[config.mk]
export PLATFORM = sky130hd
export DESIGN_NAME = three_axis_step_rate_generator_flat
export DESIGN_NICKNAME = d
export VERILOG_FILES = /design/src/sv/tsrg_pkg.sv /design/src/sv/tsrg_req_if.sv /design/src/sv/tsrg_rsp_if.sv /design/src/sv/tsrg_lane.sv /design/src/sv/tsrg_merge.sv /design/src/sv/three_axis_step_rate_generator.sv /design/src/flat_wrapper.sv
export VERILOG_INCLUDE_DIRS = /design/src /design/src/sv
export SDC_FILE = /design/constraint.sdc
export NUM_CORES = 2
export LEC_CHECK = 0
export BUFFER_PORTS_ARGS = -buffer_cell sky130_fd_sc_hd__buf_4
export CAP_MARGIN = 20
export CELL_PAD_IN_SITES_DETAIL_PLACEMENT = 0
export CELL_PAD_IN_SITES_GLOBAL_PLACEMENT = 1
export CORE_ASPECT_RATIO = 0.6
export CORE_UTILIZATION = 55
export DETAILED_ROUTE_END_ITERATION = 8
export PLACE_DENSITY = 0.87
export SYNTH_ARGS = -nofsm -noshare
export SYNTH_HDL_FRONTEND = slang
export SYNTH_HIERARCHICAL = 1
export SYNTH_SLANG_ARGS = --single-unit
[constraint.sdc]
create_clock -name clock -period 25.5 [get_ports clock]
set_input_delay 2.55 -clock clock [delete_from_list [all_inputs] [get_ports clock]]
set_output_delay 2.55 -clock clock [all_outputs]
set_load 0.01 [all_outputs]
[src/sv/three_axis_step_rate_generator_defines.svh]
// Assertion macros shared by the step rate generator RTL.
`ifndef THREE_AXIS_STEP_RATE_GENERATOR_DEFINES_SVH
`define THREE_AXIS_STEP_RATE_GENERATOR_DEFINES_SVH

// Check a property on every rising clock edge outside reset.
`define TSRG_ASSERT(label, clk, rst, prop) \
   label: assert property (@(posedge clk) disable iff (rst) prop) \
      else $error("step rate generator check failed");

// Check that a condition in one cycle implies a consequence in the next.
`define TSRG_ASSERT_NEXT(label, clk, rst, ante, cons) \
   label: assert property (@(posedge clk) disable iff (rst) (ante) |=> (cons)) \
      else $error("step rate generator sequence check failed");

`endif

[src/sv/tsrg_pkg.sv]
// Package with the constants, types and register codes of the step rate generator.
package tsrg_pkg;

   // Axis and time geometry
   localparam int NUM_AXES  = 3;
   localparam int IN_AXES   = 3;
   localparam int LANES     = (NUM_AXES < IN_AXES) ? NUM_AXES : IN_AXES;
   localparam int TIME_BITS = 32;

   // Speed format and interval arithmetic
   localparam int SPEED_BITS    = 16;
   localparam int FRAC_BITS     = 14;
   localparam int MAG_BITS      = FRAC_BITS + 1;
   localparam int DZ_BITS       = 15;
   localparam int IVL_BITS      = 16;
   localparam int PROD_BITS     = IVL_BITS + MAG_BITS;
   localparam int INTERVAL_BITS = IVL_BITS + 1;
   localparam int CMP_BITS      = (TIME_BITS > INTERVAL_BITS) ? TIME_BITS : INTERVAL_BITS;
   localparam logic [MAG_BITS-1:0] FULL_SPEED = MAG_BITS'(1 << FRAC_BITS);

   // Configuration register map
   localparam int CSR_IDX_BITS  = 3;
   localparam int CSR_DATA_BITS = 16;
   localparam logic [CSR_IDX_BITS-1:0] CSR_DEAD_ZONE     = 3'd0;
   localparam logic [CSR_IDX_BITS-1:0] CSR_BASE_INTERVAL = 3'd1;
   localparam logic [CSR_IDX_BITS-1:0] CSR_INTERVAL_SPAN = 3'd2;
   localparam logic [CSR_IDX_BITS-1:0] CSR_UPDATE_PERIOD = 3'd3;
   localparam logic [CSR_IDX_BITS-1:0] CSR_SWAP_XY       = 3'd4;

   // Register reset values
   localparam logic [DZ_BITS-1:0]  RST_DEAD_ZONE     = 15'd164;
   localparam logic [IVL_BITS-1:0] RST_BASE_INTERVAL = 16'd5000;
   localparam logic [IVL_BITS-1:0] RST_INTERVAL_SPAN = 16'd10000;
   localparam logic [IVL_BITS-1:0] RST_UPDATE_PERIOD = 16'd500;

   typedef logic [TIME_BITS-1:0] time_type;
   typedef logic signed [SPEED_BITS-1:0] speed_type;

   typedef struct packed {
      logic [DZ_BITS-1:0]  dead_zone;
      logic [IVL_BITS-1:0] base_interval;
      logic [IVL_BITS-1:0] interval_span;
      logic [IVL_BITS-1:0] update_period;
      logic                swap_xy;
   } cfg_type;

   // Commit control sent from the merge stage to every lane
   typedef struct packed {
      logic commit;
      logic take;
   } lane_ctl_type;

   // Per-lane result for the item in the commit stage
   typedef struct packed {
      logic dir;
      logic step;
   } lane_res_type;

endpackage

[src/sv/tsrg_req_if.sv]
// Request channel interface: timestamp and three axis speeds.
interface tsrg_req_if;
   logic                valid;
   logic                ready;
   logic [31:0]         now_us;
   logic signed [15:0]  speed_x;
   logic signed [15:0]  speed_y;
   logic signed [15:0]  speed_z;

   modport source (output valid, output now_us, output speed_x, output speed_y,
                   output speed_z, input ready);
   modport sink   (input valid, input now_us, input speed_x, input speed_y,
                   input speed_z, output ready);
endinterface

[src/sv/tsrg_rsp_if.sv]
// Response channel interface: update flag, latched directions and step strobes.
interface tsrg_rsp_if;
   logic valid;
   logic ready;
   logic update_taken;
   logic dir_x;
   logic dir_y;
   logic dir_z;
   logic step_x;
   logic step_y;
   logic step_z;

   modport source (output valid, output update_taken, output dir_x, output dir_y,
                   output dir_z, output step_x, output step_y, output step_z,
                   input ready);
   modport sink   (input valid, input update_taken, input dir_x, input dir_y,
                   input dir_z, input step_x, input step_y, input step_z,
                   output ready);
endinterface

[src/sv/tsrg_lane.sv]
// One axis lane: speed to interval mapping, step time compare and direction latch.
module tsrg_lane (
   input  logic                   clock,
   input  logic                   reset,
   input  logic                   load,
   input  tsrg_pkg::speed_type    speed,
   input  tsrg_pkg::cfg_type      cfg,
   input  tsrg_pkg::time_type     now,
   input  tsrg_pkg::lane_ctl_type ctl,
   output tsrg_pkg::lane_res_type res
);

   logic [tsrg_pkg::SPEED_BITS:0]      mag_full;
   logic [tsrg_pkg::MAG_BITS-1:0]      mag_sat;
   logic [tsrg_pkg::MAG_BITS-1:0]      remain;
   logic                               stop_in;
   logic [tsrg_pkg::PROD_BITS-1:0]     prod_in;
   logic                               dir_s1_ff;
   logic                               stop_s1_ff;
   logic [tsrg_pkg::PROD_BITS-1:0]     prod_s1_ff;
   logic                               dir_latch_ff;
   tsrg_pkg::time_type                 step_time_ff;
   logic [tsrg_pkg::INTERVAL_BITS-1:0] interval;
   tsrg_pkg::time_type                 elapsed;
   logic                               step;

   // Magnitude, dead zone, saturation and span product
   always_comb begin
      mag_full = speed[tsrg_pkg::SPEED_BITS-1]
               ? ({(tsrg_pkg::SPEED_BITS+1){1'b0}} - {speed[tsrg_pkg::SPEED_BITS-1], speed})
               : {1'b0, speed};
      stop_in  = mag_full < (tsrg_pkg::SPEED_BITS+1)'(cfg.dead_zone);
      mag_sat  = (mag_full > (tsrg_pkg::SPEED_BITS+1)'(tsrg_pkg::FULL_SPEED))
               ? tsrg_pkg::FULL_SPEED : mag_full[tsrg_pkg::MAG_BITS-1:0];
      remain   = tsrg_pkg::FULL_SPEED - mag_sat;
      prod_in  = tsrg_pkg::PROD_BITS'(cfg.interval_span) * tsrg_pkg::PROD_BITS'(remain);
   end

   // Hold the mapped speed for the commit stage
   always_ff @(posedge clock) begin
      if (load) begin
         dir_s1_ff  <= !speed[tsrg_pkg::SPEED_BITS-1];
         stop_s1_ff <= stop_in;
         prod_s1_ff <= prod_in;
      end
   end

   // Interval and elapsed time compare for the item in the commit stage
   always_comb begin
      interval = tsrg_pkg::INTERVAL_BITS'(cfg.base_interval)
               + tsrg_pkg::INTERVAL_BITS'(prod_s1_ff[tsrg_pkg::PROD_BITS-1:tsrg_pkg::FRAC_BITS]);
      elapsed  = now - step_time_ff;
      step     = ctl.take && !stop_s1_ff
               && (tsrg_pkg::CMP_BITS'(elapsed) >= tsrg_pkg::CMP_BITS'(interval));
      res.dir  = ctl.take ? dir_s1_ff : dir_latch_ff;
      res.step = step;
   end

   // Advance direction latch and last step time on commit
   always_ff @(posedge clock) begin
      if (reset) begin
         dir_latch_ff <= 1'b0;
         step_time_ff <= '0;
      end else if (ctl.commit) begin
         if (ctl.take) begin
            dir_latch_ff <= dir_s1_ff;
         end
         if (step) begin
            step_time_ff <= now;
         end
      end
   end

endmodule

[src/sv/tsrg_merge.sv]
// Merge stage: update gate, lane result collection and response register.
module tsrg_merge (
   input  logic                                        clock,
   input  logic                                        reset,
   input  logic                                        s1_valid,
   input  tsrg_pkg::time_type                          now,
   input  logic [tsrg_pkg::IVL_BITS-1:0]               update_period,
   input  tsrg_pkg::lane_res_type [tsrg_pkg::LANES-1:0] lane_res,
   output tsrg_pkg::lane_ctl_type                      ctl,
   tsrg_rsp_if.source                                  rsp
);

   logic                          rsp_valid_ff;
   logic                          taken_ff;
   logic [tsrg_pkg::IN_AXES-1:0]  dir_ff;
   logic [tsrg_pkg::IN_AXES-1:0]  step_ff;
   logic [tsrg_pkg::IN_AXES-1:0]  dir_in;
   logic [tsrg_pkg::IN_AXES-1:0]  step_in;
   tsrg_pkg::time_type            last_update_ff;
   tsrg_pkg::time_type            since_update;

   // Gate updates to one per period and commit when the response slot frees
   always_comb begin
      since_update = now - last_update_ff;
      ctl.take     = since_update >= tsrg_pkg::TIME_BITS'(update_period);
      ctl.commit   = s1_valid && (!rsp_valid_ff || rsp.ready);
   end

   // Collect lane results; axes without a lane read zero
   for (genvar i = 0; i < tsrg_pkg::IN_AXES; i++) begin : g_collect
      if (i < tsrg_pkg::LANES) begin : g_lane
         assign dir_in[i]  = lane_res[i].dir;
         assign step_in[i] = lane_res[i].step;
      end else begin : g_none
         assign dir_in[i]  = 1'b0;
         assign step_in[i] = 1'b0;
      end
   end

   // Store the update time when an update is taken
   always_ff @(posedge clock) begin
      if (reset) begin
         last_update_ff <= '0;
      end else if (ctl.commit && ctl.take) begin
         last_update_ff <= now;
      end
   end

   // Response register
   always_ff @(posedge clock) begin
      if (reset) begin
         rsp_valid_ff <= 1'b0;
      end else if (ctl.commit) begin
         rsp_valid_ff <= 1'b1;
      end else if (rsp.ready) begin
         rsp_valid_ff <= 1'b0;
      end
   end

   always_ff @(posedge clock) begin
      if (ctl.commit) begin
         taken_ff <= ctl.take;
         dir_ff   <= dir_in;
         step_ff  <= step_in;
      end
   end

   assign rsp.valid        = rsp_valid_ff;
   assign rsp.update_taken = taken_ff;
   assign rsp.dir_x        = dir_ff[0];
   assign rsp.dir_y        = dir_ff[1];
   assign rsp.dir_z        = dir_ff[2];
   assign rsp.step_x       = step_ff[0];
   assign rsp.step_y       = step_ff[1];
   assign rsp.step_z       = step_ff[2];

endmodule

[src/sv/three_axis_step_rate_generator.sv]
// Top level of the three-axis step rate generator.
//
// Takes one timestamped speed transaction per cycle while the response side is
// not stalled and returns one response transaction per request, via the stage
// one and response registers. Stage one maps each axis speed to its step
// interval in a lane of its own (one 16x15 multiply per axis); stage two, the
// merge stage, checks the update period and every axis's elapsed step time
// against the state left by the previous transaction and loads the response
// register. Both gate compares sit in that feedback loop, so back-to-back
// transactions see each other's updates. Configuration registers are written
// through the csr_ port and must only change while no transaction is in flight.
`include "three_axis_step_rate_generator_defines.svh"

module three_axis_step_rate_generator (
   input  logic                                clock,
   input  logic                                reset,
   tsrg_req_if.sink                            req_chan,
   tsrg_rsp_if.source                          rsp_chan,
   input  logic                                csr_we,
   input  logic [tsrg_pkg::CSR_IDX_BITS-1:0]   csr_index,
   input  logic [tsrg_pkg::CSR_DATA_BITS-1:0]  csr_wdata
);

   tsrg_pkg::cfg_type                           cfg_ff;
   logic                                        s1_valid_ff;
   tsrg_pkg::time_type                          now_s1_ff;
   tsrg_pkg::speed_type                         speed_sel [tsrg_pkg::IN_AXES];
   tsrg_pkg::lane_res_type [tsrg_pkg::LANES-1:0] lane_res;
   tsrg_pkg::lane_ctl_type                      ctl;
   logic                                        load;

   // Configuration writes
   always_ff @(posedge clock) begin
      if (reset) begin
         cfg_ff.dead_zone     <= tsrg_pkg::RST_DEAD_ZONE;
         cfg_ff.base_interval <= tsrg_pkg::RST_BASE_INTERVAL;
         cfg_ff.interval_span <= tsrg_pkg::RST_INTERVAL_SPAN;
         cfg_ff.update_period <= tsrg_pkg::RST_UPDATE_PERIOD;
         cfg_ff.swap_xy       <= 1'b0;
      end else if (csr_we) begin
         case (csr_index)
            tsrg_pkg::CSR_DEAD_ZONE: begin
               cfg_ff.dead_zone <= csr_wdata[tsrg_pkg::DZ_BITS-1:0];
            end
            tsrg_pkg::CSR_BASE_INTERVAL: begin
               cfg_ff.base_interval <= csr_wdata[tsrg_pkg::IVL_BITS-1:0];
            end
            tsrg_pkg::CSR_INTERVAL_SPAN: begin
               cfg_ff.interval_span <= csr_wdata[tsrg_pkg::IVL_BITS-1:0];
            end
            tsrg_pkg::CSR_UPDATE_PERIOD: begin
               cfg_ff.update_period <= csr_wdata[tsrg_pkg::IVL_BITS-1:0];
            end
            tsrg_pkg::CSR_SWAP_XY: begin
               cfg_ff.swap_xy <= csr_wdata[0];
            end
            default: begin
            end
         endcase
      end
   end

   // Accept while stage one is empty or moving on
   assign req_chan.ready = !s1_valid_ff || ctl.commit;
   assign load           = req_chan.valid && req_chan.ready;

   // Optional X/Y exchange ahead of the lanes
   assign speed_sel[0] = cfg_ff.swap_xy ? req_chan.speed_y : req_chan.speed_x;
   assign speed_sel[1] = cfg_ff.swap_xy ? req_chan.speed_x : req_chan.speed_y;
   assign speed_sel[2] = req_chan.speed_z;

   // Stage one occupancy and timestamp
   always_ff @(posedge clock) begin
      if (reset) begin
         s1_valid_ff <= 1'b0;
      end else if (load) begin
         s1_valid_ff <= 1'b1;
      end else if (ctl.commit) begin
         s1_valid_ff <= 1'b0;
      end
   end

   always_ff @(posedge clock) begin
      if (load) begin
         now_s1_ff <= tsrg_pkg::TIME_BITS'(req_chan.now_us);
      end
   end

   // Axis lanes
   for (genvar i = 0; i < tsrg_pkg::LANES; i++) begin : g_lane
      tsrg_lane u_lane (
         .clock (clock),
         .reset (reset),
         .load  (load),
         .speed (speed_sel[i]),
         .cfg   (cfg_ff),
         .now   (now_s1_ff),
         .ctl   (ctl),
         .res   (lane_res[i])
      );
   end

   // Update gate and response register
   tsrg_merge u_merge (
      .clock         (clock),
      .reset         (reset),
      .s1_valid      (s1_valid_ff),
      .now           (now_s1_ff),
      .update_period (cfg_ff.update_period),
      .lane_res      (lane_res),
      .ctl           (ctl),
      .rsp           (rsp_chan)
   );

   // A new transaction enters a full stage one only when it moves on
   `TSRG_ASSERT(a_s1_no_overwrite, clock, reset, (load && s1_valid_ff) |-> ctl.commit)
   // Every commit presents a response in the next cycle
   `TSRG_ASSERT_NEXT(a_commit_rsp, clock, reset, ctl.commit, rsp_chan.valid)
   // Steps fire only on taken updates
   `TSRG_ASSERT(a_step_needs_update, clock, reset, (rsp_chan.valid && !rsp_chan.update_taken) |-> !(rsp_chan.step_x || rsp_chan.step_y || rsp_chan.step_z))
   // A commit needs a transaction in stage one
   `TSRG_ASSERT(a_commit_has_item, clock, reset, ctl.commit |-> s1_valid_ff)

endmodule
[src/flat_wrapper.sv]
// flat-port wrapper written by rule: the top's interface ports become plain ports
module three_axis_step_rate_generator_flat 
  (clock, reset, csr_we, csr_index, csr_wdata, req_chan_valid, req_chan_now_us, req_chan_speed_x, req_chan_speed_y, req_chan_speed_z, req_chan_ready, rsp_chan_valid, rsp_chan_update_taken, rsp_chan_dir_x, rsp_chan_dir_y, rsp_chan_dir_z, rsp_chan_step_x, rsp_chan_step_y, rsp_chan_step_z, rsp_chan_ready);
  tsrg_req_if req_chan_i ();
  tsrg_rsp_if rsp_chan_i ();
  input  logic clock;
  input  logic reset;
  input  logic csr_we;
  input  logic [tsrg_pkg::CSR_IDX_BITS-1:0] csr_index;
  input  logic [tsrg_pkg::CSR_DATA_BITS-1:0] csr_wdata;
  input wire logic [$bits(req_chan_i.valid)-1:0] req_chan_valid;
  input wire logic [$bits(req_chan_i.now_us)-1:0] req_chan_now_us;
  input wire logic [$bits(req_chan_i.speed_x)-1:0] req_chan_speed_x;
  input wire logic [$bits(req_chan_i.speed_y)-1:0] req_chan_speed_y;
  input wire logic [$bits(req_chan_i.speed_z)-1:0] req_chan_speed_z;
  output wire logic [$bits(req_chan_i.ready)-1:0] req_chan_ready;
  output wire logic [$bits(rsp_chan_i.valid)-1:0] rsp_chan_valid;
  output wire logic [$bits(rsp_chan_i.update_taken)-1:0] rsp_chan_update_taken;
  output wire logic [$bits(rsp_chan_i.dir_x)-1:0] rsp_chan_dir_x;
  output wire logic [$bits(rsp_chan_i.dir_y)-1:0] rsp_chan_dir_y;
  output wire logic [$bits(rsp_chan_i.dir_z)-1:0] rsp_chan_dir_z;
  output wire logic [$bits(rsp_chan_i.step_x)-1:0] rsp_chan_step_x;
  output wire logic [$bits(rsp_chan_i.step_y)-1:0] rsp_chan_step_y;
  output wire logic [$bits(rsp_chan_i.step_z)-1:0] rsp_chan_step_z;
  input wire logic [$bits(rsp_chan_i.ready)-1:0] rsp_chan_ready;
  assign req_chan_i.valid = req_chan_valid;
  assign req_chan_i.now_us = req_chan_now_us;
  assign req_chan_i.speed_x = req_chan_speed_x;
  assign req_chan_i.speed_y = req_chan_speed_y;
  assign req_chan_i.speed_z = req_chan_speed_z;
  assign req_chan_ready = req_chan_i.ready;
  assign rsp_chan_valid = rsp_chan_i.valid;
  assign rsp_chan_update_taken = rsp_chan_i.update_taken;
  assign rsp_chan_dir_x = rsp_chan_i.dir_x;
  assign rsp_chan_dir_y = rsp_chan_i.dir_y;
  assign rsp_chan_dir_z = rsp_chan_i.dir_z;
  assign rsp_chan_step_x = rsp_chan_i.step_x;
  assign rsp_chan_step_y = rsp_chan_i.step_y;
  assign rsp_chan_step_z = rsp_chan_i.step_z;
  assign rsp_chan_i.ready = rsp_chan_ready;
  three_axis_step_rate_generator u_core (.clock(clock), .reset(reset), .req_chan(req_chan_i), .rsp_chan(rsp_chan_i), .csr_we(csr_we), .csr_index(csr_index), .csr_wdata(csr_wdata));
endmodule
After elaboration in Yosys (flattened, before gate mapping). Index checks and enable logic that the tools add are counted. Widths: inputs -> output; s select.

$add $sub $neg: 13. Multiply operators: 3. Div/mod/pow operators: 0. Magnitude comparators: 10. Equal/unequal tests: 4. Shift-type cells: 0. Multiplexer cells: 15. Bitwise gates (word level): 0. Reduce and logical (&&, ||, !) cells: 30.

Operator list (count): $sub 32x32->32 (4); $ge 32x17->1 (3); $mul 16x15->31 (3); $add 16x17->17 (3); $gt 17x15->1 const B (3); $lt 17x15->1 (3); $mux 17 (3); $sub 1x16->17 const A (3); $mux 15 (3); $sub 15x15->15 const A (3); $ge 32x16->1 (1); $mux 16 (2); $reduce_and 2->1 (8); $logic_and 1x1->1 (9); $logic_not 1->1 (8); $mux 1 (7); $eq 3x2->1 const B (2); $reduce_bool 2->1 (2); $eq 3x1->1 const B (1); $eq 3x3->1 const B (1); $logic_not 3->1 (1); $logic_or 1x1->1 (2).

Register bits after elaboration: 335. Latch bits: 0. Memory bits (writable): 0. Bits in read-only memories: 0. Bits of input ports: 104. Output and inout port bits: 9. Logic and storage cells: 102. Memories: 0.

Depth between registers and ports, before layout.
Word-level depth: 7. Depth in mapped cells: 45.

Hierarchy. Netlist, hierarchy kept.

By module, submodules not included: tsrg_lane (u_core.g_lane[2].u_lane) (instances 1, cells each 1610, area an instance 13858.3 um2); tsrg_lane (u_core.g_lane[0].u_lane) (instances 1, cells each 1554, area an instance 13516.7 um2); tsrg_lane (u_core.g_lane[1].u_lane) (instances 1, cells each 1568, area an instance 13476.7 um2); tsrg_merge (instances 1, cells each 533, area an instance 4247.8 um2); three_axis_step_rate_generator (instances 1, cells each 318, area an instance 3985.1 um2).

Least setup slack after synthesis. OpenSTA, ideal clock, no wires.

Kind: input to register. Start point: input req_chan_speed_x[0]. End point: register u_core/g_lane[1].u_lane/prod_s1_ff[30] in the netlist's numbering, data pin. Library setup time: 0.266 ns. Arrival: 12.165 ns. Setup slack: 13.069 ns. Stages: 41. Buffers on the path: 6. Cells stage by stage: mux2_2 -> clkbuf_1 -> inv_1 -> ha_1 -> or4b_1 -> buf_2 -> or4b_1 -> a211oi_2 -> a22oi_2 -> or3_4 -> o31ai_2 -> buf_4 -> clkbuf_1 -> nand2_1 -> ha_1 -> buf_1 -> nand3_1 -> o21ai_0 -> [... 5 more ...] -> fa_1 -> inv_1 -> fa_1 -> fa_1 -> fa_1 -> inv_1 -> fa_1 -> inv_1 -> ha_1 -> a21o_1 -> a21o_1 -> a211oi_1 -> nand3_1 -> o21ai_0 -> o21ai_0 -> a21o_1 -> o41ai_1 -> xnor2_1.

Longest elaborated chain between the ends: 7.

RTL lines: from (decl) (RTL line flat_wrapper.sv:13) `input wire logic [$bits(req_chan_i.speed_x)-1:0] req_chan_speed_x;`; $mux 16 (*) (RTL line three_axis_step_rate_generator.sv:69) `assign speed_sel[1] = cfg_ff.swap_xy ? req_chan.speed_x : req_chan.speed_y;`; $sub 1x16->17 (RTL line tsrg_lane.sv:30) `? ({(tsrg_pkg::SPEED_BITS+1){1'b0}} - {speed[tsrg_pkg::SPEED_BITS-1], speed})`; $mux 17 (*) (RTL line tsrg_lane.sv:30); $gt 17x15->1 (RTL line tsrg_lane.sv:33) `mag_sat = (mag_full > (tsrg_pkg::SPEED_BITS+1)'(tsrg_pkg::FULL_SPEED))`; $mux 15 (*) (RTL line tsrg_lane.sv:34) `? tsrg_pkg::FULL_SPEED : mag_full[tsrg_pkg::MAG_BITS-1:0];`; $sub 15x15->15 (*) (RTL line tsrg_lane.sv:35) `remain = tsrg_pkg::FULL_SPEED - mag_sat;`; $mul 16x15->31 (*) (RTL line tsrg_lane.sv:36) `prod_in = tsrg_pkg::PROD_BITS'(cfg.interval_span) * tsrg_pkg::PROD_BITS'(remain);`; named net u_core.g_lane[1].u_lane.prod_in, one bit (RTL line tsrg_lane.sv:17) `logic [tsrg_pkg::PROD_BITS-1:0] prod_in;`; to (signal assigned) (RTL line tsrg_lane.sv:44) `prod_s1_ff <= prod_in;`; to (decl) (RTL line tsrg_lane.sv:20) `logic [tsrg_pkg::PROD_BITS-1:0] prod_s1_ff;`.

The timed path passes the listed nets; every way through them passes the cells marked *. A chain may end at the register's enable or synchronous reset.

==> results.sh <==
export IMPL_r2r_end="u_core/g_lane[1].u_lane/prod_s1_ff[30]$_DFFE_PP_"
export IMPL_synth_largest_area_cell="fa_1"
export IMPL_synth_top_area_share_pct=22.2
export IMPL_ys_warn_count=6
export IMPL_fin_util_pct=59.0
export IMPL_drt_initial_drc_count=3610
export IMPL_areaGrowthSynthToFinish_pct=5.71
export IMPL_crit_start="req_chan_speed_x[0]"
export IMPL_synth_area_per_cell_um2=8.79
export IMPL_die_y_um=233
export IMPL_grt_max_degree=143
export IMPL_fin_area_um2=51900
export IMPL_async_flop_share_pct=0
export IMPL_required_ns=25.82
export IMPL_worstHoldPathType="register to register"
export IMPL_finalSetupViolations=0
export IMPL_cts_hold_buf=0
export IMPL_end_kind="register"
export IMPL_cp_slowest_cell="a21oi_2"
export IMPL_grt_pass1_vias=38000
export IMPL_endpoint="u_core/g_lane[1].u_lane/prod_s1_ff[30]$_DFFE_PP_"
export IMPL_fp_dieArea_um2=90500
export IMPL_reg2reg_slack_ns=13.60
export IMPL_clk_pin_slew_ns=0.07
export IMPL_place_area_um2=51000
export IMPL_grt_overflow_total=0
export IMPL_num_vias=39200
export IMPL_wire_per_inst_um=20.4
export IMPL_grt_pass1_wl_mm=216
export IMPL_fin_crit_ns=13.08
export IMPL_antenna_found_initial=0
export IMPL_drive_above_1_share_pct=6.80
export IMPL_report_final_slew_viol_count=0
export IMPL_cts_resized=0
export IMPL_start_util_pct=55.8
export IMPL_synth_ff_type="dfxtp_1"
export IMPL_clkSinkCount=293
export IMPL_netlist_area_um2=49100
export IMPL_ir_drop_uv=102
export IMPL_ys_seq_elements=293
export IMPL_reg2reg_depth=37
export IMPL_core_um2=88000
export IMPL_cts_tree="built"
export IMPL_nNetsFinal=6790
export IMPL_dr_pass1_iters=6
export IMPL_syn_instance_count=5583
export IMPL_synthTopCellsByArea="fa_1 (22%), ha_1 (14%), dfxtp_1 (8.0%)"
export IMPL_insertion_delay_ns=0.59
export IMPL_io_pins=113
export IMPL_status="finished clean"
export IMPL_hold_viol_final=0
export IMPL_period_share_pct=51.3
export IMPL_slowest_delay_ns=0.68
export IMPL_rsz0062_at_grt="no"
export IMPL_r2r_start="u_core/cfg_ff[0]$_SDFFE_PP0P_"
export IMPL_hold_depth=2
export IMPL_crit_fanout=18
export IMPL_detail_route_antenna_nets=0
export IMPL_cts_htree_levels=1
export IMPL_wl_mm=138
export IMPL_criticalPathCategory="input pin to register"
export IMPL_drv_cap=0
export IMPL_power_density_nw_per_um2=80.6
export IMPL_cts_buffers=27
export IMPL_arrival_ns=13.40
export IMPL_ys_seq_area_share_pct=13.9
export IMPL_die_w_um=388
export IMPL_synth_edff_count=96
export IMPL_setup_tns_ns=0
export IMPL_syn_nets=6794
export IMPL_ys_types=125
export IMPL_fmax_mhz=76.5
export IMPL_nFillCells=7842
export IMPL_clock_tree_buffer_depth=3
export IMPL_worst_setup_path_start_kind="input pin"
export IMPL_relSlewSlack_pct=31.9
export IMPL_post_cts_repair_setup_buffers=0
export IMPL_tightest_slew_ns=1.02
export IMPL_grt_usage_pct=30.5
export IMPL_hp_start="u_core/s1_valid_ff$_SDFFE_PP0P_"
export IMPL_drc=0
export IMPL_skew_ns=0.0294
export IMPL_leakage_nw=24.4
export IMPL_via_per_inst=5.79
export IMPL_dp_hpwl_mm=109
export IMPL_io_buffers=112
export IMPL_rows=84
export IMPL_gp_congestion=0.934
export IMPL_cts_root_buf="clkbuf_16"
[cells by family (layout without fill, tap and decap cells)]
family,count (synthesis),after routing,synth area share [%]
and+or+nand+nor,1812,1812,19.8
adders and majority gates,1107,1107,36.5
buffers and inverters,1057,1074,8.58
AOI/OAI and AO/OA,825,825,11.7
DFF,293,293,13.9
muxes,252,252,5.25
xor gates and xnor gates,237,237,4.26
other,0,1,0
[worst min-delay path by stage]
stage                                                             to
3_5_place_dp                   u_core/u_merge/rsp.valid$_SDFFE_PP0P_
3_3_place_gp                   u_core/u_merge/rsp.valid$_SDFFE_PP0P_
6_report                       u_core/u_merge/rsp.valid$_SDFFE_PP0P_
5_1_grt        u_core/g_lane[0].u_lane/step_time_ff[23]$_SDFFE_PP0P_
2_1_floorplan                  u_core/u_merge/rsp.valid$_SDFFE_PP0P_
4_1_cts                        u_core/u_merge/rsp.valid$_SDFFE_PP0P_
[synthesized netlist by cell type (11+ instances only)]
cell / instances
inv_1: 832
ha_1: 563
fa_1: 544
nand2_1: 449
nand2b_1: 379
and2_1: 289
nor2_1: 226
a21oi_1: 220
mux2i_1: 210
dfxtp_1: 197
clkbuf_1: 152
xnor2_1: 147
a21o_1: 120
o21ai_0: 116
edfxtp_1: 96
nor2b_1: 95
xor2_1: 88
and3_1: 70
nand3_1: 63
nor3_1: 62
o21a_1: 49
nand4_1: 45
mux2_2: 42
buf_2: 39
a31oi_1: 27
o21bai_1: 27
o31ai_1: 21
or3_1: 21
nor4_1: 20
a211o_1: 17
a211oi_1: 17
buf_6: 17
o211ai_1: 17
o21ai_1: 17
a21boi_0: 14
buf_4: 13
nor3b_1: 12
or2_2: 12
nand2_2: 11
[metal layers]
| metal | share of wire (%) | routed length, µm | GRT usage, % | up-vias |
|---|---|---|---|---|
| li1 | - | - | - | 18400 |
| met4 | 1.8 | 2530 | 5.49 | 0 |
| met3 | 9.3 | 12900 | 5.46 | 137 |
| met2 | 39 | 53500 | 42.1 | 1409 |
| met1 | 50 | 68800 | 48.8 | 19200 |
| met5 | 0 | 0 | 0 | - |
[final cells by class]
cell class              count  area [µm²]  area share (%)
diodes                      1        2.50         0.00482
multi-input cells        4233       38100            73.5
well taps                1161        1450            2.80
clock buffers              36         761            1.47
clock inverters            14         139           0.268
flip-flops and latches    293        6830            13.2
repair buffers            192        1460            2.80
inverters                 832        3120            6.02
[stage by stage]
stage / setup slack, ns / power (mW) / cells / hold WS (ns)
6_report: 12.42 / 4.18 / 6762 / 0.463
3_5_place_dp: 11.92 / 3.71 / 6709 / 0.458
5_1_grt: 11.87 / 4.60 / 6761 / 0.484
3_3_place_gp: 12.19 / 3.66 / 6709 / 0.451
4_1_cts: 12.55 / 4.18 / 6759 / 0.460
2_1_floorplan: 13.07 / 2.95 / 5583 / 0.439
[state kept, by name (all words and copies together), names as in the netlist]
register and count:
u_core/cfg_ff 64, u_core/g_lane.u_lane/dir_latch_ff 3, u_core/g_lane.u_lane/dir_s1_ff 3, u_core/g_lane.u_lane/prod_s1_ff 51, u_core/g_lane.u_lane/step_time_ff 96, u_core/g_lane.u_lane/stop_s1_ff 3, u_core/now_s1_ff 32, u_core/s1_valid_ff 1
u_core/u_merge/dir_ff 3, u_core/u_merge/last_update_ff 32, u_core/u_merge/rsp.update_taken 1, u_core/u_merge/rsp.valid 1, u_core/u_merge/step_ff 3
[layout by cell type (no fill, tap or decap), types with 17 or more instances in the layout]
master / count
inv_1: 832
a21oi_1: 220
and2_1: 288
clkbuf_16: 28
nand2_1: 449
nor2b_1: 95
xor2_1: 88
edfxtp_1: 96
mux2_2: 42
buf_4: 190
or3_1: 21
o21a_1: 49
nor2_1: 225
and3_1: 70
xnor2_1: 147
a211oi_1: 17
o211ai_1: 17
a21o_1: 120
o21ai_1: 17
dfxtp_1: 191
nor3_1: 62
o21ai_0: 116
nand2b_1: 379
a211o_1: 17
a31oi_1: 26
nor4_1: 20
o21bai_1: 27
nand4_1: 45
o31ai_1: 21
fa_1: 544
mux2i_1: 210
nand3_1: 63
ha_1: 563
[where the power goes]
| part | switching [mW] | internal (mW) |
|---|---|---|
| logic | 1.78 | 1.29 |
| registers | 0.0375 | 0.637 |
| clock network | 0.201 | 0.232 |
[critical path, delay by kind of cell]
family          cells  cell delay (ns)
compound gates     12             3.61
mux                 1             0.41
simple gates        7             2.14
xor+xnor            1             0.12
buf+inv             7             0.55
fa+ha+maj           9             4.00
No activity file was read; power rests on OpenSTA's default activity.
